**src/design/orb_pkg.sv**
```systemverilog
// Shared types and constants for the oriented brief core.
package orb_pkg;

   typedef enum logic [2:0] {
      ST_LOAD,
      ST_DIVIDE,
      ST_TRIG,
      ST_TEST,
      ST_EMIT
   } state_type;

   typedef struct packed {
      logic        start;
      logic [26:0] dividend;
      logic [26:0] divisor;
   } div_req_type;

   typedef struct packed {
      logic        busy;
      logic        done;
      logic [26:0] quotient;
   } div_rsp_type;

   localparam int TestCount  = 256;
   localparam int WordBits   = 64;
   localparam int DivBits    = 27;

   // Test offsets packed as x1,y1,x2,y2, each 8-bit two's complement.
   function automatic logic [31:0] test_pair(input logic [7:0] idx);
      logic [31:0] r;
      begin
         unique case (idx)
            8'd0: r = {8'sd8, -8'sd3, 8'sd9, 8'sd5};
            8'd1: r = {8'sd4, 8'sd2, 8'sd7, -8'sd12};
            8'd2: r = {-8'sd11, 8'sd9, -8'sd8, 8'sd2};
            8'd3: r = {8'sd7, -8'sd12, 8'sd12, -8'sd13};
            8'd4: r = {8'sd2, -8'sd13, 8'sd2, 8'sd12};
            8'd5: r = {8'sd1, -8'sd7, 8'sd1, 8'sd6};
            8'd6: r = {-8'sd2, -8'sd10, -8'sd2, -8'sd4};
            8'd7: r = {-8'sd13, -8'sd13, -8'sd11, -8'sd8};
            8'd8: r = {-8'sd13, -8'sd3, -8'sd12, -8'sd9};
            8'd9: r = {8'sd10, 8'sd4, 8'sd11, 8'sd9};
            8'd10: r = {-8'sd13, -8'sd8, -8'sd8, -8'sd9};
            8'd11: r = {-8'sd11, 8'sd7, -8'sd9, 8'sd12};
            8'd12: r = {8'sd7, 8'sd7, 8'sd12, 8'sd6};
            8'd13: r = {-8'sd4, -8'sd5, -8'sd3, 8'sd0};
            8'd14: r = {-8'sd13, 8'sd2, -8'sd12, -8'sd3};
            8'd15: r = {-8'sd9, 8'sd0, -8'sd7, 8'sd5};
            8'd16: r = {8'sd12, -8'sd6, 8'sd12, -8'sd1};
            8'd17: r = {-8'sd3, 8'sd6, -8'sd2, 8'sd12};
            8'd18: r = {-8'sd6, -8'sd13, -8'sd4, -8'sd8};
            8'd19: r = {8'sd11, -8'sd13, 8'sd12, -8'sd8};
            8'd20: r = {8'sd4, 8'sd7, 8'sd5, 8'sd1};
            8'd21: r = {8'sd5, -8'sd3, 8'sd10, -8'sd3};
            8'd22: r = {8'sd3, -8'sd7, 8'sd6, 8'sd12};
            8'd23: r = {-8'sd8, -8'sd7, -8'sd6, -8'sd2};
            8'd24: r = {-8'sd2, 8'sd11, -8'sd1, -8'sd10};
            8'd25: r = {-8'sd13, 8'sd12, -8'sd8, 8'sd10};
            8'd26: r = {-8'sd7, 8'sd3, -8'sd5, -8'sd3};
            8'd27: r = {-8'sd4, 8'sd2, -8'sd3, 8'sd7};
            8'd28: r = {-8'sd10, -8'sd12, -8'sd6, 8'sd11};
            8'd29: r = {8'sd5, -8'sd12, 8'sd6, -8'sd7};
            8'd30: r = {8'sd5, -8'sd6, 8'sd7, -8'sd1};
            8'd31: r = {8'sd1, 8'sd0, 8'sd4, -8'sd5};
            8'd32: r = {8'sd9, 8'sd11, 8'sd11, -8'sd13};
            8'd33: r = {8'sd4, 8'sd7, 8'sd4, 8'sd12};
            8'd34: r = {8'sd2, -8'sd1, 8'sd4, 8'sd4};
            8'd35: r = {-8'sd4, -8'sd12, -8'sd2, 8'sd7};
            8'd36: r = {-8'sd8, -8'sd5, -8'sd7, -8'sd10};
            8'd37: r = {8'sd4, 8'sd11, 8'sd9, 8'sd12};
            8'd38: r = {8'sd0, -8'sd8, 8'sd1, -8'sd13};
            8'd39: r = {-8'sd13, -8'sd2, -8'sd8, 8'sd2};
            8'd40: r = {-8'sd3, -8'sd2, -8'sd2, 8'sd3};
            8'd41: r = {-8'sd6, 8'sd9, -8'sd4, -8'sd9};
            8'd42: r = {8'sd8, 8'sd12, 8'sd10, 8'sd7};
            8'd43: r = {8'sd0, 8'sd9, 8'sd1, 8'sd3};
            8'd44: r = {8'sd7, -8'sd5, 8'sd11, -8'sd10};
            8'd45: r = {-8'sd13, -8'sd6, -8'sd11, 8'sd0};
            8'd46: r = {8'sd10, 8'sd7, 8'sd12, 8'sd1};
            8'd47: r = {-8'sd6, -8'sd3, -8'sd6, 8'sd12};
            8'd48: r = {8'sd10, -8'sd9, 8'sd12, -8'sd4};
            8'd49: r = {-8'sd13, 8'sd8, -8'sd8, -8'sd12};
            8'd50: r = {-8'sd13, 8'sd0, -8'sd8, -8'sd4};
            8'd51: r = {8'sd3, 8'sd3, 8'sd7, 8'sd8};
            8'd52: r = {8'sd5, 8'sd7, 8'sd10, -8'sd7};
            8'd53: r = {-8'sd1, 8'sd7, 8'sd1, -8'sd12};
            8'd54: r = {8'sd3, -8'sd10, 8'sd5, 8'sd6};
            8'd55: r = {8'sd2, -8'sd4, 8'sd3, -8'sd10};
            8'd56: r = {-8'sd13, 8'sd0, -8'sd13, 8'sd5};
            8'd57: r = {-8'sd13, -8'sd7, -8'sd12, 8'sd12};
            8'd58: r = {-8'sd13, 8'sd3, -8'sd11, 8'sd8};
            8'd59: r = {-8'sd7, 8'sd12, -8'sd4, 8'sd7};
            8'd60: r = {8'sd6, -8'sd10, 8'sd12, 8'sd8};
            8'd61: r = {-8'sd9, -8'sd1, -8'sd7, -8'sd6};
            8'd62: r = {-8'sd2, -8'sd5, 8'sd0, 8'sd12};
            8'd63: r = {-8'sd12, 8'sd5, -8'sd7, 8'sd5};
            8'd64: r = {8'sd3, -8'sd10, 8'sd8, -8'sd13};
            8'd65: r = {-8'sd7, -8'sd7, -8'sd4, 8'sd5};
            8'd66: r = {-8'sd3, -8'sd2, -8'sd1, -8'sd7};
            8'd67: r = {8'sd2, 8'sd9, 8'sd5, -8'sd11};
            8'd68: r = {-8'sd11, -8'sd13, -8'sd5, -8'sd13};
            8'd69: r = {-8'sd1, 8'sd6, 8'sd0, -8'sd1};
            8'd70: r = {8'sd5, -8'sd3, 8'sd5, 8'sd2};
            8'd71: r = {-8'sd4, -8'sd13, -8'sd4, 8'sd12};
            8'd72: r = {-8'sd9, -8'sd6, -8'sd9, 8'sd6};
            8'd73: r = {-8'sd12, -8'sd10, -8'sd8, -8'sd4};
            8'd74: r = {8'sd10, 8'sd2, 8'sd12, -8'sd3};
            8'd75: r = {8'sd7, 8'sd12, 8'sd12, 8'sd12};
            8'd76: r = {-8'sd7, -8'sd13, -8'sd6, 8'sd5};
            8'd77: r = {-8'sd4, 8'sd9, -8'sd3, 8'sd4};
            8'd78: r = {8'sd7, -8'sd1, 8'sd12, 8'sd2};
            8'd79: r = {-8'sd7, 8'sd6, -8'sd5, 8'sd1};
            8'd80: r = {-8'sd13, 8'sd11, -8'sd12, 8'sd5};
            8'd81: r = {-8'sd3, 8'sd7, -8'sd2, -8'sd6};
            8'd82: r = {8'sd7, -8'sd8, 8'sd12, -8'sd7};
            8'd83: r = {-8'sd13, -8'sd7, -8'sd11, -8'sd12};
            8'd84: r = {8'sd1, -8'sd3, 8'sd12, 8'sd12};
            8'd85: r = {8'sd2, -8'sd6, 8'sd3, 8'sd0};
            8'd86: r = {-8'sd4, 8'sd3, -8'sd2, -8'sd13};
            8'd87: r = {-8'sd1, -8'sd13, 8'sd1, 8'sd9};
            8'd88: r = {8'sd7, 8'sd1, 8'sd8, -8'sd6};
            8'd89: r = {8'sd1, -8'sd1, 8'sd3, 8'sd12};
            8'd90: r = {8'sd9, 8'sd1, 8'sd12, 8'sd6};
            8'd91: r = {-8'sd1, -8'sd9, -8'sd1, 8'sd3};
            8'd92: r = {-8'sd13, -8'sd13, -8'sd10, 8'sd5};
            8'd93: r = {8'sd7, 8'sd7, 8'sd10, 8'sd12};
            8'd94: r = {8'sd12, -8'sd5, 8'sd12, 8'sd9};
            8'd95: r = {8'sd6, 8'sd3, 8'sd7, 8'sd11};
            8'd96: r = {8'sd5, -8'sd13, 8'sd6, 8'sd10};
            8'd97: r = {8'sd2, -8'sd12, 8'sd2, 8'sd3};
            8'd98: r = {8'sd3, 8'sd8, 8'sd4, -8'sd6};
            8'd99: r = {8'sd2, 8'sd6, 8'sd12, -8'sd13};
            8'd100: r = {8'sd9, -8'sd12, 8'sd10, 8'sd3};
            8'd101: r = {-8'sd8, 8'sd4, -8'sd7, 8'sd9};
            8'd102: r = {-8'sd11, 8'sd12, -8'sd4, -8'sd6};
            8'd103: r = {8'sd1, 8'sd12, 8'sd2, -8'sd8};
            8'd104: r = {8'sd6, -8'sd9, 8'sd7, -8'sd4};
            8'd105: r = {8'sd2, 8'sd3, 8'sd3, -8'sd2};
            8'd106: r = {8'sd6, 8'sd3, 8'sd11, 8'sd0};
            8'd107: r = {8'sd3, -8'sd3, 8'sd8, -8'sd8};
            8'd108: r = {8'sd7, 8'sd8, 8'sd9, 8'sd3};
            8'd109: r = {-8'sd11, -8'sd5, -8'sd6, -8'sd4};
            8'd110: r = {-8'sd10, 8'sd11, -8'sd5, 8'sd10};
            8'd111: r = {-8'sd5, -8'sd8, -8'sd3, 8'sd12};
            8'd112: r = {-8'sd10, 8'sd5, -8'sd9, 8'sd0};
            8'd113: r = {8'sd8, -8'sd1, 8'sd12, -8'sd6};
            8'd114: r = {8'sd4, -8'sd6, 8'sd6, -8'sd11};
            8'd115: r = {-8'sd10, 8'sd12, -8'sd8, 8'sd7};
            8'd116: r = {8'sd4, -8'sd2, 8'sd6, 8'sd7};
            8'd117: r = {-8'sd2, 8'sd0, -8'sd2, 8'sd12};
            8'd118: r = {-8'sd5, -8'sd8, -8'sd5, 8'sd2};
            8'd119: r = {8'sd7, -8'sd6, 8'sd10, 8'sd12};
            8'd120: r = {-8'sd9, -8'sd13, -8'sd8, -8'sd8};
            8'd121: r = {-8'sd5, -8'sd13, -8'sd5, -8'sd2};
            8'd122: r = {8'sd8, -8'sd8, 8'sd9, -8'sd13};
            8'd123: r = {-8'sd9, -8'sd11, -8'sd9, 8'sd0};
            8'd124: r = {8'sd1, -8'sd8, 8'sd1, -8'sd2};
            8'd125: r = {8'sd7, -8'sd4, 8'sd9, 8'sd1};
            8'd126: r = {-8'sd2, 8'sd1, -8'sd1, -8'sd4};
            8'd127: r = {8'sd11, -8'sd6, 8'sd12, -8'sd11};
            8'd128: r = {-8'sd12, -8'sd9, -8'sd6, 8'sd4};
            8'd129: r = {8'sd3, 8'sd7, 8'sd7, 8'sd12};
            8'd130: r = {8'sd5, 8'sd5, 8'sd10, 8'sd8};
            8'd131: r = {8'sd0, -8'sd4, 8'sd2, 8'sd8};
            8'd132: r = {-8'sd9, 8'sd12, -8'sd5, -8'sd13};
            8'd133: r = {8'sd0, 8'sd7, 8'sd2, 8'sd12};
            8'd134: r = {-8'sd1, 8'sd2, 8'sd1, 8'sd7};
            8'd135: r = {8'sd5, 8'sd11, 8'sd7, -8'sd9};
            8'd136: r = {8'sd3, 8'sd5, 8'sd6, -8'sd8};
            8'd137: r = {-8'sd13, -8'sd4, -8'sd8, 8'sd9};
            8'd138: r = {-8'sd5, 8'sd9, -8'sd3, -8'sd3};
            8'd139: r = {-8'sd4, -8'sd7, -8'sd3, -8'sd12};
            8'd140: r = {8'sd6, 8'sd5, 8'sd8, 8'sd0};
            8'd141: r = {-8'sd7, 8'sd6, -8'sd6, 8'sd12};
            8'd142: r = {-8'sd13, 8'sd6, -8'sd5, -8'sd2};
            8'd143: r = {8'sd1, -8'sd10, 8'sd3, 8'sd10};
            8'd144: r = {8'sd4, 8'sd1, 8'sd8, -8'sd4};
            8'd145: r = {-8'sd2, -8'sd2, 8'sd2, -8'sd13};
            8'd146: r = {8'sd2, -8'sd12, 8'sd12, 8'sd12};
            8'd147: r = {-8'sd2, -8'sd13, 8'sd0, -8'sd6};
            8'd148: r = {8'sd4, 8'sd1, 8'sd9, 8'sd3};
            8'd149: r = {-8'sd6, -8'sd10, -8'sd3, -8'sd5};
            8'd150: r = {-8'sd3, -8'sd13, -8'sd1, 8'sd1};
            8'd151: r = {8'sd7, 8'sd5, 8'sd12, -8'sd11};
            8'd152: r = {8'sd4, -8'sd2, 8'sd5, -8'sd7};
            8'd153: r = {-8'sd13, 8'sd9, -8'sd9, -8'sd5};
            8'd154: r = {8'sd7, 8'sd1, 8'sd8, 8'sd6};
            8'd155: r = {8'sd7, -8'sd8, 8'sd7, 8'sd6};
            8'd156: r = {-8'sd7, -8'sd4, -8'sd7, 8'sd1};
            8'd157: r = {-8'sd8, 8'sd11, -8'sd7, -8'sd8};
            8'd158: r = {-8'sd13, 8'sd6, -8'sd12, -8'sd8};
            8'd159: r = {8'sd2, 8'sd4, 8'sd3, 8'sd9};
            8'd160: r = {8'sd10, -8'sd5, 8'sd12, 8'sd3};
            8'd161: r = {-8'sd6, -8'sd5, -8'sd6, 8'sd7};
            8'd162: r = {8'sd8, -8'sd3, 8'sd9, -8'sd8};
            8'd163: r = {8'sd2, -8'sd12, 8'sd2, 8'sd8};
            8'd164: r = {-8'sd11, -8'sd2, -8'sd10, 8'sd3};
            8'd165: r = {-8'sd12, -8'sd13, -8'sd7, -8'sd9};
            8'd166: r = {-8'sd11, 8'sd0, -8'sd10, -8'sd5};
            8'd167: r = {8'sd5, -8'sd3, 8'sd11, 8'sd8};
            8'd168: r = {-8'sd2, -8'sd13, -8'sd1, 8'sd12};
            8'd169: r = {-8'sd1, -8'sd8, 8'sd0, 8'sd9};
            8'd170: r = {-8'sd13, -8'sd11, -8'sd12, -8'sd5};
            8'd171: r = {-8'sd10, -8'sd2, -8'sd10, 8'sd11};
            8'd172: r = {-8'sd3, 8'sd9, -8'sd2, -8'sd13};
            8'd173: r = {8'sd2, -8'sd3, 8'sd3, 8'sd2};
            8'd174: r = {-8'sd9, -8'sd13, -8'sd4, 8'sd0};
            8'd175: r = {-8'sd4, 8'sd6, -8'sd3, -8'sd10};
            8'd176: r = {-8'sd4, 8'sd12, -8'sd2, -8'sd7};
            8'd177: r = {-8'sd6, -8'sd11, -8'sd4, 8'sd9};
            8'd178: r = {8'sd6, -8'sd3, 8'sd6, 8'sd11};
            8'd179: r = {-8'sd13, 8'sd11, -8'sd5, 8'sd5};
            8'd180: r = {8'sd11, 8'sd11, 8'sd12, 8'sd6};
            8'd181: r = {8'sd7, -8'sd5, 8'sd12, -8'sd2};
            8'd182: r = {-8'sd1, 8'sd12, 8'sd0, 8'sd7};
            8'd183: r = {-8'sd4, -8'sd8, -8'sd3, -8'sd2};
            8'd184: r = {-8'sd7, 8'sd1, -8'sd6, 8'sd7};
            8'd185: r = {-8'sd13, -8'sd12, -8'sd8, -8'sd13};
            8'd186: r = {-8'sd7, -8'sd2, -8'sd6, -8'sd8};
            8'd187: r = {-8'sd8, 8'sd5, -8'sd6, -8'sd9};
            8'd188: r = {-8'sd5, -8'sd1, -8'sd4, 8'sd5};
            8'd189: r = {-8'sd13, 8'sd7, -8'sd8, 8'sd10};
            8'd190: r = {8'sd1, 8'sd5, 8'sd5, -8'sd13};
            8'd191: r = {8'sd1, 8'sd0, 8'sd10, -8'sd13};
            8'd192: r = {8'sd9, 8'sd12, 8'sd10, -8'sd1};
            8'd193: r = {8'sd5, -8'sd8, 8'sd10, -8'sd9};
            8'd194: r = {-8'sd1, 8'sd11, 8'sd1, -8'sd13};
            8'd195: r = {-8'sd9, -8'sd3, -8'sd6, 8'sd2};
            8'd196: r = {-8'sd1, -8'sd10, 8'sd1, 8'sd12};
            8'd197: r = {-8'sd13, 8'sd1, -8'sd8, -8'sd10};
            8'd198: r = {8'sd8, -8'sd11, 8'sd10, -8'sd6};
            8'd199: r = {8'sd2, -8'sd13, 8'sd3, -8'sd6};
            8'd200: r = {8'sd7, -8'sd13, 8'sd12, -8'sd9};
            8'd201: r = {-8'sd10, -8'sd10, -8'sd5, -8'sd7};
            8'd202: r = {-8'sd10, -8'sd8, -8'sd8, -8'sd13};
            8'd203: r = {8'sd4, -8'sd6, 8'sd8, 8'sd5};
            8'd204: r = {8'sd3, 8'sd12, 8'sd8, -8'sd13};
            8'd205: r = {-8'sd4, 8'sd2, -8'sd3, -8'sd3};
            8'd206: r = {8'sd5, -8'sd13, 8'sd10, -8'sd12};
            8'd207: r = {8'sd4, -8'sd13, 8'sd5, -8'sd1};
            8'd208: r = {-8'sd9, 8'sd9, -8'sd4, 8'sd3};
            8'd209: r = {8'sd0, 8'sd3, 8'sd3, -8'sd9};
            8'd210: r = {-8'sd12, 8'sd1, -8'sd6, 8'sd1};
            8'd211: r = {8'sd3, 8'sd2, 8'sd4, -8'sd8};
            8'd212: r = {-8'sd10, -8'sd10, -8'sd10, 8'sd9};
            8'd213: r = {8'sd8, -8'sd13, 8'sd12, 8'sd12};
            8'd214: r = {-8'sd8, -8'sd12, -8'sd6, -8'sd5};
            8'd215: r = {8'sd2, 8'sd2, 8'sd3, 8'sd7};
            8'd216: r = {8'sd10, 8'sd6, 8'sd11, -8'sd8};
            8'd217: r = {8'sd6, 8'sd8, 8'sd8, -8'sd12};
            8'd218: r = {-8'sd7, 8'sd10, -8'sd6, 8'sd5};
            8'd219: r = {-8'sd3, -8'sd9, -8'sd3, 8'sd9};
            8'd220: r = {-8'sd1, -8'sd13, -8'sd1, 8'sd5};
            8'd221: r = {-8'sd3, -8'sd7, -8'sd3, 8'sd4};
            8'd222: r = {-8'sd8, -8'sd2, -8'sd8, 8'sd3};
            8'd223: r = {8'sd4, 8'sd2, 8'sd12, 8'sd12};
            8'd224: r = {8'sd2, -8'sd5, 8'sd3, 8'sd11};
            8'd225: r = {8'sd6, -8'sd9, 8'sd11, -8'sd13};
            8'd226: r = {8'sd3, -8'sd1, 8'sd7, 8'sd12};
            8'd227: r = {8'sd11, -8'sd1, 8'sd12, 8'sd4};
            8'd228: r = {-8'sd3, 8'sd0, -8'sd3, 8'sd6};
            8'd229: r = {8'sd4, -8'sd11, 8'sd4, 8'sd12};
            8'd230: r = {8'sd2, -8'sd4, 8'sd2, 8'sd1};
            8'd231: r = {-8'sd10, -8'sd6, -8'sd8, 8'sd1};
            8'd232: r = {-8'sd13, 8'sd7, -8'sd11, 8'sd1};
            8'd233: r = {-8'sd13, 8'sd12, -8'sd11, -8'sd13};
            8'd234: r = {8'sd6, 8'sd0, 8'sd11, -8'sd13};
            8'd235: r = {8'sd0, -8'sd1, 8'sd1, 8'sd4};
            8'd236: r = {-8'sd13, 8'sd3, -8'sd9, -8'sd2};
            8'd237: r = {-8'sd9, 8'sd8, -8'sd6, -8'sd3};
            8'd238: r = {-8'sd13, -8'sd6, -8'sd8, -8'sd2};
            8'd239: r = {8'sd5, -8'sd9, 8'sd8, 8'sd10};
            8'd240: r = {8'sd2, 8'sd7, 8'sd3, -8'sd9};
            8'd241: r = {-8'sd1, -8'sd6, -8'sd1, -8'sd1};
            8'd242: r = {8'sd9, 8'sd5, 8'sd11, -8'sd2};
            8'd243: r = {8'sd11, -8'sd3, 8'sd12, -8'sd8};
            8'd244: r = {8'sd3, 8'sd0, 8'sd3, 8'sd5};
            8'd245: r = {-8'sd1, 8'sd4, 8'sd0, 8'sd10};
            8'd246: r = {8'sd3, -8'sd6, 8'sd4, 8'sd5};
            8'd247: r = {-8'sd13, 8'sd0, -8'sd10, 8'sd5};
            8'd248: r = {8'sd5, 8'sd8, 8'sd12, 8'sd11};
            8'd249: r = {8'sd8, 8'sd9, 8'sd9, -8'sd6};
            8'd250: r = {8'sd7, -8'sd4, 8'sd8, -8'sd12};
            8'd251: r = {-8'sd10, 8'sd4, -8'sd10, 8'sd9};
            8'd252: r = {8'sd7, 8'sd3, 8'sd12, 8'sd4};
            8'd253: r = {8'sd9, -8'sd7, 8'sd10, -8'sd2};
            8'd254: r = {8'sd7, 8'sd0, 8'sd12, -8'sd2};
            default: r = {-8'sd1, -8'sd6, 8'sd0, -8'sd11};
         endcase
         return r;
      end
   endfunction

endpackage

```
**src/design/orb_divider.sv**
```systemverilog
// Restoring divider producing one quotient bit per cycle.
module orb_divider (
   input  logic                 clock,
   input  logic                 reset,
   input  orb_pkg::div_req_type req,
   output orb_pkg::div_rsp_type rsp
);

   localparam int N = orb_pkg::DivBits;

   logic [N-1:0]         quot_ff, quot_in;
   logic [N:0]           rem_ff, rem_in;
   logic [N-1:0]         div_ff, div_in;
   logic [$clog2(N):0]   cnt_ff, cnt_in;
   logic                 busy_ff, busy_in;
   logic                 done_ff, done_in;
   logic [N:0]           trial;

   always_comb begin
      quot_in = quot_ff;
      rem_in  = rem_ff;
      div_in  = div_ff;
      cnt_in  = cnt_ff;
      busy_in = busy_ff;
      done_in = 1'b0;
      trial   = {rem_ff[N-1:0], quot_ff[N-1]};
      if (req.start) begin
         quot_in = req.dividend;
         rem_in  = '0;
         div_in  = req.divisor;
         cnt_in  = '0;
         busy_in = 1'b1;
      end else if (busy_ff) begin
         if (trial >= {1'b0, div_ff}) begin
            rem_in  = trial - {1'b0, div_ff};
            quot_in = {quot_ff[N-2:0], 1'b1};
         end else begin
            rem_in  = trial;
            quot_in = {quot_ff[N-2:0], 1'b0};
         end
         cnt_in = cnt_ff + 1'b1;
         if (cnt_ff == ($clog2(N)+1)'(N-1)) begin
            busy_in = 1'b0;
            done_in = 1'b1;
         end
      end
   end

   always_ff @(posedge clock) begin
      if (reset) begin
         busy_ff <= 1'b0;
         done_ff <= 1'b0;
         cnt_ff  <= '0;
      end else begin
         busy_ff <= busy_in;
         done_ff <= done_in;
         cnt_ff  <= cnt_in;
      end
      quot_ff <= quot_in;
      rem_ff  <= rem_in;
      div_ff  <= div_in;
   end

   assign rsp.busy     = busy_ff;
   assign rsp.done     = done_ff;
   assign rsp.quotient = quot_ff;

endmodule

```
**config.mk**
```make
export PLATFORM = sky130hd
export DESIGN_NAME = orb_divider
export DESIGN_NICKNAME = d
export VERILOG_FILES = /design/src/design/orb_pkg.sv /design/src/design/orb_divider.sv
export SDC_FILE = /design/constraint.sdc
export NUM_CORES = 1
export LEC_CHECK = 0
export ABC_AREA = 1
export BUFFER_PORTS_ARGS = -buffer_cell sky130_fd_sc_hd__buf_4
export CAP_MARGIN = 20
export CORE_AREA = 4 4 127 129
export DETAILED_ROUTE_END_ITERATION = 8
export DIE_AREA = 0 0 131 133
export GPL_ROUTABILITY_DRIVEN = 0
export PLACE_DENSITY_LB_ADDON = 0.2
export SYNTH_ARGS = -nofsm -noshare
export SYNTH_HDL_FRONTEND = slang
export SYNTH_SLANG_ARGS = --single-unit
```
**constraint.sdc**
```tcl
create_clock -name clock -period 3.07 [get_ports clock]
set_clock_uncertainty 0.2 [all_clocks]
set_input_delay 0.1535 -clock clock [delete_from_list [all_inputs] [get_ports clock]]
set_output_delay 0.1535 -clock clock [all_outputs]
set_load 0.005 [all_outputs]
```
---- Word-level counts from Yosys, hierarchy flattened ----
Index checks and enable logic that the tools add are counted.
word-level totals
  bits in registers ....................... 89
  bits of input ports ..................... 57
  output and inout port bits .............. 29
  word-level logic and storage cells ...... 22
operators by class
  $add $sub $neg .......................... 2
  order comparisons ....................... 1
  eq/ne operators ......................... 1
  mux-type cells .......................... 8
  bitwise gates (word level) .............. 1
  reductions and logical operators ........ 3
operators by type and width
  operator               count
  $mux W27               3
  $ge A28 B27 Y1         1
  $sub A27 B27 Y27       1
  $add A6 B1 Y6 const B  1
  $eq A6 B5 Y1 const B   1
  $mux W1                5
  $reduce_or A3 Y1       1
  $reduce_bool A2 Y1     1
  $reduce_or A2 Y1       1
  $not A1 Y1             1

---- Logic depth before layout (Yosys ltp) ----
Gate-level depths: netlist of the first run.
  word-level depth ........................ 4
  depth in mapped cells ................... 15
  gate-level depth less buffers ........... 15

---- Worst setup path before layout of the first run ----
No wires, ideal clock.
  path kind ............................... flip-flop to flip-flop
  from .................................... register quot_ff[26]
  to ...................................... register rem_ff[12]
  setup time .............................. 166 ps
  arrival ................................. 2,011 ps
  required time ........................... 2,704 ps
  path slack .............................. 693 ps
  stages on the path, launching flop included .. 15
  buffers on the path ..................... 1
  period minus slack after synthesis ...... 2,377 ps
  cell sequence ........................... edfxtp_1 -> inv_1 -> ha_1 -> fa_1 -> inv_1 -> nand3_1 -> nand2_1 -> nand2_1 -> nand3_1 -> nand2_4 -> nand3_4 -> buf_8 -> nand2_1 -> nand3_1 -> o21ai_1
between the ends
  word-level cells in the longest chain between the ends .. 2
  elaborated cells on any way between the ends .. 3
  classes of those cells .................. add/sub (1); order compare (1); mux (1)
ends and longest elaborated chain
  item                                                       RTL line                              source
  start: declaration                                         orb_divider.sv:11                     logic [N-1:0] quot_ff, quot_in;
  start signal: assignment                                   orb_divider.sv:59                     quot_ff <= quot_in;
  $sub A27 B27 Y27 / $ge A28 B27 Y1 (equally long branches)  orb_divider.sv:35, orb_divider.sv:34
  $mux W27 *                                                 orb_divider.sv:34                     if (trial >= {1'b0, div_ff}) begin
  end signal: assignment                                     orb_divider.sv:60                     rem_ff <= rem_in;
  end: declaration                                           orb_divider.sv:12                     logic [N:0] rem_ff, rem_in;
Mark *: on every way between the ends. The rest lies on a longest branch, timed or not.
A chain may end at the register's enable or synchronous reset.

---- Worst setup path after layout of the first run ----
  from .................................... register quot_ff[26]
  to ...................................... register rem_ff[0]
The elaborated chain is that of the path after synthesis.

==> flow_metrics.env, run 1 <==
export IMPL_run_status="complete, no violations"
export IMPL_gr_total_overflow=0
export IMPL_worstMarginPinSlew_ns=0.492
export IMPL_finalHoldViolations=0
export IMPL_placed_cells_incl_taps=1098
export IMPL_cts_sinks=89
export IMPL_internal_power_mw=2.13
export IMPL_timing_fmax_mhz=378
export IMPL_grtUsageTotal=0.190
export IMPL_critPathKind="register to register"
export IMPL_start_kind="register"
export IMPL_pwr_share_comb=0.154
export IMPL_synth_top_area_frac=0.275
export IMPL_clock_latency_ns=0.36
export IMPL_ant_nets=0
export IMPL_synth_area_leaders="edfxtp_1 28%, nand2_1 21%, dfxtp_1 12%"
export IMPL_p_leak_nw=3.93
export IMPL_setup_tns_ns=0
export IMPL_cts_tree="done"
export IMPL_fill_cells=1495
export IMPL_dp_hpwl_um=11200
export IMPL_synthCells=837
export IMPL_ys_warn_count=0
export IMPL_ios=86
export IMPL_synthArstFlopShare=0
export IMPL_seqPwrFrac=0.471
export IMPL_slew_headroom=0.672
export IMPL_grt_pass1_vias=5476
export IMPL_synth_edf_count=54
export IMPL_via_per_inst=4.68
export IMPL_routed_wl_um=15700
export IMPL_root_buffer="clkbuf_16"
export IMPL_cp_arrival_ns=2.67
export IMPL_multiInputGateArea_sq_mm=0.00281
export IMPL_num_antenna_cells=0
export IMPL_synth_main_ff_cell="edfxtp_1"
export IMPL_vdd_drop_max_mv=0.301
export IMPL_synth_distinct_cells=37
export IMPL_synth_common_cells="327 x nand2_1, 164 x inv_1, 54 x edfxtp_1"
export IMPL_whs_ns=0.272
export IMPL_firstDrtPassIters=5
export IMPL_routedWlPerCell_um=13.4
export IMPL_cellPowerDensity_mw_per_mm2=389
export IMPL_rsz0062_at_grt="no"
export IMPL_grt_max_degree=40
export IMPL_setup_viol=0
export IMPL_slew_viol_final=0
export IMPL_post_route_period_util=0.862
export IMPL_ys_seq_area_frac=0.394
export IMPL_synth_top_cell_by_area="edfxtp_1"
export IMPL_start_util=0.392
export IMPL_fp_dieW_um=131
export IMPL_antenna_found_initial=0
export IMPL_period_needed_ns=2.64
export IMPL_regArea_sq_mm=0.00232
export IMPL_hold_path_class="register to register"
export IMPL_avgSynthCellArea_sq_um=7.04
export IMPL_cp_required_ns=3.09
export IMPL_synth_most_common_cell="nand2_1"
export IMPL_dieArea_sq_mm=0.0174
export IMPL_power_total_mw=2.94
export IMPL_drt_initial_drc_count=347
export IMPL_cts_buffers=9
export IMPL_fp_row_count=45
export IMPL_area_growth_pct=28.3
export IMPL_p_sw_frac=0.274
export IMPL_die_y_um=133
export IMPL_syn_nets=924
export IMPL_path_max_fanout=28
export IMPL_netlist_area_sq_mm=0.00589
export IMPL_grt_pass1_wl_um=26500
export IMPL_stdcell_count=1170
export IMPL_clock_power_share=0.375
export IMPL_drive_gt1_frac=0.149
export IMPL_clkTransAtPathRegs_ns=0.07
export IMPL_drc=0
export IMPL_portBuffers=85
export IMPL_core_area_sq_mm=0.0150
export IMPL_switching_power_mw=0.807
export IMPL_synth_seq_cells=89
export IMPL_crit_path_end_kind="register"
export IMPL_cts_buffer_depth=2
export IMPL_maxCapViolations=0
export IMPL_post_cts_buffers=0
export IMPL_vias=5473
export IMPL_htree_levels=3
export IMPL_final_nets=1064
==> stage by stage <==
step	util	area, sq um	worst slack [ns]
after global routing	0.503	7560	0.154
after global placement	0.447	6710	0.542
final	0.503	7560	0.425
after floorplan	-	5890	0.693
after detailed placement	0.447	6710	0.433
after CTS	0.503	7560	0.410
==> final cells by class <==
| cell class | count | share of cell area |
|---|---|---|
| well taps | 188 | 0.0311 |
| clock buffers | 9 | 0.0298 |
| repair buffers | 149 | 0.166 |
| flip-flops and latches | 89 | 0.307 |
| multi-input cells | 556 | 0.372 |
| clock inverters | 7 | 0.00827 |
| inverters | 172 | 0.0854 |
==> worst max-delay path, cell delays in order, from the launching register on <==
cell      delay, ns
edfxtp_1       0.35
inv_1          0.06
ha_1           0.23
fa_1           0.40
inv_1          0.09
nand3_1        0.07
nand2_1        0.16
nand2_1        0.07
nand3_1        0.15
nand2_4        0.08
nand3_4        0.35
nand2_1        0.11
nand3_1        0.08
o21ai_0        0.08
==> power by group through the flow <==
stage               combinational (mW)  sequential [mW]  clock (mW)
global placement                 0.397             1.41           0
detailed placement               0.397             1.41           0
CTS                              0.453             1.39        1.13
finish                           0.454             1.39        1.10
global route                     0.506             1.39        1.17
floorplan                        0.209             1.40           0
==> flip-flops by register name (all words and copies together), names as in the netlist <==
name	flops
busy_ff	1
cnt_ff	6
div_ff	27
done_ff	1
quot_ff	27
rem_ff	27
==> kinds of logic (layout without fill, tap and decap cells) <==
logic type	Yosys count	after routing	share of synthesized area
AOI/OAI and AO/OA	38	38	0.0365
adders and majority gates	30	30	0.0650
buffers and inverters	192	337	0.129
DFF	89	89	0.394
xor gates and xnor gates	13	13	0.0193
and+or+nand+nor	475	475	0.356
==> timing repair <==
action,CTS,global route
endpoints found under the setup margin,0,0
endpoints found under the hold margin,68,0
resized for setup,0,0
hold buffers,56,0
==> placed cells by master (no fill, tap or decap), types with 18 or more instances in the layout <==
| cell type | instances |
|---|---|
| dlygate4sd3_1 | 56 |
| nand3_1 | 47 |
| ha_1 | 29 |
| buf_4 | 93 |
| nand4_1 | 34 |
| edfxtp_1 | 54 |
| nand2_1 | 327 |
| inv_1 | 164 |
| a21oi_1 | 18 |
| dfxtp_1 | 35 |
| nor2_1 | 33 |
==> metal layers <==
layer,wire [um],GRT usage,part of all wire,vias to the layer above
li1,-,-,-,2877
met1,7150,0.250,0.46,2420
met2,7100,0.303,0.45,155
met3,1070,0.0529,0.068,21
met4,333,0.0537,0.021,0
met5,0,0,0,-
==> final timing paths <==
kind	start	to	slack, ns	cells after the start
worst max-delay path	quot_ff[26]$_DFFE_PP_	rem_ff[0]$_SDFFE_PP0P_	0.43	13
worst min-delay path	rem_ff[25]$_SDFFE_PP0P_	rem_ff[25]$_SDFFE_PP0P_	0.27	2
worst max register to register	quot_ff[26]$_DFFE_PP_	rem_ff[0]$_SDFFE_PP0P_	0.43	13
worst min register to register	rem_ff[25]$_SDFFE_PP0P_	rem_ff[25]$_SDFFE_PP0P_	0.27	2
No activity file was read; power rests on OpenSTA's default activity.
==> run 2, diff against run 1 <==
--- a/config.mk
+++ b/config.mk
@@ -9,3 +9,3 @@
 export BUFFER_PORTS_ARGS = -buffer_cell sky130_fd_sc_hd__buf_4
-export CAP_MARGIN = 20
+export CAP_MARGIN = 10
 export CORE_AREA = 4 4 127 129
==> constraint.sdc (replaced) <==
create_clock -name clock -period 3.07 [get_ports clock]
set_clock_uncertainty 0.2 [all_clocks]
set_input_delay 0.4605 -clock clock [delete_from_list [all_inputs] [get_ports clock]]
set_output_delay 0.4605 -clock clock [all_outputs]
set_load 0.005 [all_outputs]
==> flow_metrics.env, run 2 (same netlist as run 1, synthesis figures left out) <==
export IMPL_worstMarginPinSlew_ns=0.500
export IMPL_clock_latency_ns=0.36
export IMPL_grt_pass1_vias=5169
export IMPL_setup_tns_ns=0
export IMPL_cellPowerDensity_mw_per_mm2=410
export IMPL_cts_tree="done"
export IMPL_drive_gt1_frac=0.158
export IMPL_routed_wl_um=15000
export IMPL_cp_arrival_ns=2.66
export IMPL_core_area_sq_mm=0.0150
export IMPL_layout_commonest_cell="nand2_1"
export IMPL_hp_start="reset"
export IMPL_post_cts_buffers=0
export IMPL_firstDrtPassIters=5
export IMPL_start_kind="register"
export IMPL_finalHoldViolations=0
export IMPL_fp_row_count=45
export IMPL_critPathKind="register to register"
export IMPL_ios=86
export IMPL_period_needed_ns=2.64
export IMPL_portBuffers=85
export IMPL_via_per_inst=4.70
export IMPL_ant_nets=0
export IMPL_fill_cells=1573
export IMPL_vias=5235
export IMPL_antenna_found_initial=0
export IMPL_dp_hpwl_um=11200
export IMPL_root_buffer="clkbuf_16"
export IMPL_rsz0062_at_grt="no"
export IMPL_maxCapViolations=0
export IMPL_start_util=0.392
export IMPL_routedWlPerCell_um=13.4
export IMPL_clock_power_share=0.381
export IMPL_stdcell_count=1114
export IMPL_grt_max_degree=40
export IMPL_drt_initial_drc_count=319
export IMPL_drc=0
export IMPL_grt_pass1_wl_um=25100
export IMPL_largest_registers="div_ff (27), quot_ff (27), rem_ff (27)"
export IMPL_final_nets=1008
export IMPL_layout_common_cells="327 x nand2_1, 164 x inv_1, 93 x buf_4"
export IMPL_dieArea_sq_mm=0.0174
export IMPL_seqPwrFrac=0.482
export IMPL_clkTransAtPathRegs_ns=0.08
export IMPL_pwr_share_comb=0.136
export IMPL_area_growth_pct=18.8
export IMPL_slew_headroom=0.666
export IMPL_switching_power_mw=0.783
export IMPL_p_sw_frac=0.273
export IMPL_setup_viol=0
export IMPL_cts_sinks=89
export IMPL_internal_power_mw=2.09
export IMPL_cts_resized=0
export IMPL_die_y_um=133
export IMPL_path_max_fanout=28
export IMPL_num_antenna_cells=0
export IMPL_post_route_period_util=0.861
export IMPL_gr_total_overflow=0
export IMPL_fp_dieW_um=131
export IMPL_cp_required_ns=3.09
export IMPL_grtUsageTotal=0.181
export IMPL_cts_buffer_depth=2
export IMPL_placed_cells_incl_taps=1098
export IMPL_ctsHoldBuffers=0
export IMPL_htree_levels=3
export IMPL_cts_buffers=9
export IMPL_utilization=0.466
export IMPL_r2r_start="quot_ff[26]$_DFFE_PP_"
export IMPL_vdd_drop_max_mv=0.287
export IMPL_slew_viol_final=0
export IMPL_run_status="complete, no violations"
export IMPL_crit_path_end_kind="register"
export IMPL_crit_start="quot_ff[26]$_DFFE_PP_"
export IMPL_hold_path_class="primary input to register"
export IMPL_timing_fmax_mhz=378
export IMPL_p_leak_nw=3.69
-- run 2: cell types whose count changed in the layout (fill, tap and decap cells not counted) --
cell / delta
dlygate4sd3_1: -56
-- run 2: worst paths after layout --
kind | slack, ns | endpoint | cells after the start
hold / removal | 0.07 | busy_ff$_SDFF_PP0_ | 2
hold reg to reg | 0.27 | rem_ff[25]$_SDFFE_PP0P_ | 2
setup / recovery | 0.43 | rem_ff[0]$_SDFFE_PP0P_ | 13
setup reg to reg | 0.43 | rem_ff[0]$_SDFFE_PP0P_ | 13
-- run 2: routing by layer --
layer	global-route usage	wire length, um
met5	0	0
met4	0.0537	322
met3	0.0606	1200
met2	0.278	6560
met1	0.242	6860
-- run 2: layout make-up --
cell class	instances	area [sq um]	share of cell area
multi-input combinational	556	2810	0.402
clock buffer	9	225	0.0322
clock inverter	7	62.6	0.00893
tap	188	235	0.0336
timing repair buffer	93	698	0.0997
sequential	89	2320	0.332
inverter	172	646	0.0922
-- run 2: power groups by stage --
stage	combinational, mW	sequential, mW	clock (mW)
after CTS	0.396	1.39	1.13
after global routing	0.441	1.39	1.16
final	0.391	1.38	1.09
after floorplan	0.209	1.40	0
after global placement	0.397	1.41	0
after detailed placement	0.397	1.41	0
-- run 2: through the flow --
stage / instance area (sq um) / worst slack (ns) / total power, mW / hold WS [ns]
2_1_floorplan: 5890 / 0.693 / 1.61 / 0.240
3_3_place_gp: 6710 / 0.542 / 1.81 / 0.261
3_5_place_dp: 6710 / 0.433 / 1.80 / 0.261
4_1_cts: 7000 / 0.410 / 2.91 / 0.0608
5_1_grt: 7000 / 0.154 / 3.00 / 0.0655
6_report: 7000 / 0.426 / 2.87 / 0.0728
-- run 2: critical path, cell delays in order (launching register included) --
cell,delay [ns]
edfxtp_1,0.35
inv_1,0.06
ha_1,0.23
fa_1,0.40
inv_1,0.09
nand3_1,0.07
nand2_1,0.16
nand2_1,0.07
nand3_1,0.15
nand2_4,0.08
nand3_4,0.34
nand2_1,0.11
nand3_1,0.08
o21ai_0,0.08
==> run 3, diff against run 2 <==
- CELL_PAD_IN_SITES_DETAIL_PLACEMENT: not set -> 0
- CELL_PAD_IN_SITES_GLOBAL_PLACEMENT: not set -> 1
- SKIP_CTS_REPAIR_TIMING: not set -> 1
- clock period: 3.07 -> 2.7 ns (I/O delays scaled with it)
==> flow_metrics.env, run 3 (same netlist as run 1, synthesis figures left out) <==
export IMPL_fp_row_count=45
export IMPL_setup_viol=0
export IMPL_drc=0
export IMPL_maxCapViolations=0
export IMPL_holdPathStages=2
export IMPL_clkTransAtPathRegs_ns=0.07
export IMPL_final_nets=1011
export IMPL_run_status="complete, no violations"
export IMPL_fp_dieW_um=131
export IMPL_ios=86
export IMPL_layout_common_cells="327 x nand2_1, 164 x inv_1, 94 x buf_4"
export IMPL_cts_tree="done"
export IMPL_hp_start="reset"
export IMPL_finalHoldViolations=0
export IMPL_hold_path_class="primary input to register"
export IMPL_vdd_drop_max_mv=0.284
export IMPL_vias=5179
export IMPL_r2r_cells=13
export IMPL_whs_ns=0.0164
export IMPL_area_growth_pct=19.6
export IMPL_root_buffer="clkbuf_16"
export IMPL_core_area_sq_mm=0.0150
export IMPL_dieArea_sq_mm=0.0174
export IMPL_firstDrtPassIters=4
export IMPL_critPathKind="register to register"
export IMPL_ant_nets=0
export IMPL_grt_pass1_wl_um=25400
export IMPL_drt_initial_drc_count=224
export IMPL_cts_buffers=9
export IMPL_post_route_period_util=0.909
export IMPL_rrSetupSlack_ns=0.25
export IMPL_cp_required_ns=2.72
export IMPL_start_kind="register"
export IMPL_layout_commonest_cell="nand2_1"
export IMPL_antenna_found_initial=0
export IMPL_start_util=0.392
export IMPL_crit_path_end_kind="register"
export IMPL_gr_total_overflow=0
export IMPL_drive_gt1_frac=0.163
export IMPL_period_needed_ns=2.45
export IMPL_via_per_inst=4.64
export IMPL_die_y_um=133
export IMPL_grt_max_degree=40
export IMPL_dp_hpwl_um=11300
export IMPL_timing_fmax_mhz=408
export IMPL_grtUsageTotal=0.183
export IMPL_clock_latency_ns=0.35
export IMPL_portBuffers=85
export IMPL_setup_tns_ns=0
export IMPL_p_leak_nw=3.73
export IMPL_htree_levels=3
export IMPL_worstMarginPinSlew_ns=0.496
export IMPL_routedWlPerCell_um=13.9
export IMPL_num_antenna_cells=0
export IMPL_cp_arrival_ns=2.47
export IMPL_rsz0062_at_grt="no"
export IMPL_largest_registers="div_ff (27), quot_ff (27), rem_ff (27)"
export IMPL_r2r_start="quot_ff[26]$_DFFE_PP_"
export IMPL_cts_sinks=89
export IMPL_holdPathEnd="busy_ff$_SDFF_PP0_"
export IMPL_r2r_end="rem_ff[5]$_SDFFE_PP0P_"
export IMPL_routed_wl_um=15500
export IMPL_cts_buffer_depth=2
export IMPL_path_max_fanout=14
export IMPL_cellPowerDensity_mw_per_mm2=466
export IMPL_grt_pass1_vias=5198
export IMPL_slew_viol_final=0
export IMPL_slew_headroom=0.669
[run 3: worst max path at each step]
stage | from | to | slack, ns | cells past startpoint
after floorplan | quot_ff[26]$_DFFE_PP_ | rem_ff[12]$_SDFFE_PP0P_ | 0.32 | 14
after global placement | quot_ff[26]$_DFFE_PP_ | rem_ff[6]$_SDFFE_PP0P_ | 0.18 | 13
after detailed placement | quot_ff[26]$_DFFE_PP_ | rem_ff[19]$_SDFFE_PP0P_ | 0.11 | 13
after CTS | quot_ff[26]$_DFFE_PP_ | rem_ff[9]$_SDFFE_PP0P_ | 0.1 | 13
after global routing | quot_ff[26]$_DFFE_PP_ | rem_ff[14]$_SDFFE_PP0P_ | 0.02 | 14
final | quot_ff[26]$_DFFE_PP_ | rem_ff[5]$_SDFFE_PP0P_ | 0.25 | 13
[run 3: area by class of cell]
type,count,area (sq um)
fillers,1587,7980
well taps,188,235
repair buffers,95,717
inverters,172,646
multi-input cells,557,2830
clock buffers,10,250
flip-flops and latches,89,2320
clock inverters,6,47.5
[run 3: per-stage QoR]
step	cell area, sq um	setup slack [ns]	util	cells	power, mW
floorplan	5890	0.323	-	837	1.84
CTS	7030	0.0993	0.468	1116	3.34
finish	7050	0.246	0.469	1117	3.28
global placement	6730	0.177	0.448	1100	2.05
global route	7050	0.0168	0.469	1117	3.44
detailed placement	6730	0.107	0.448	1100	2.05
[run 3: where the power goes]
group / internal (mW) / switching, mW / total [mW] / leakage (nW)
registers: 1.53 / 0.0371 / 1.57 / 0.824
clock network: 0.690 / 0.577 / 1.27 / 0.150
logic: 0.196 / 0.249 / 0.444 / 2.76
total: 2.42 / 0.863 / 3.28 / 3.73
[run 3: metal layers]
layer  track usage  routed length [um]
met2         0.288                6950
met1         0.242                7300
met3        0.0464                 927
met5             0                   0
met4        0.0617                 316
[run 3: worst max-delay path, cell delays in order (launching register included)]
cell      delay (ns)
edfxtp_1        0.35
inv_1           0.06
ha_1            0.22
fa_1            0.40
inv_1           0.10
nand3_1         0.07
nand2_1         0.09
nand2_1         0.06
nand3_1         0.15
nand2_4         0.11
nand3_4         0.27
nand2_1         0.08
nand3_1         0.07
o21ai_0         0.08
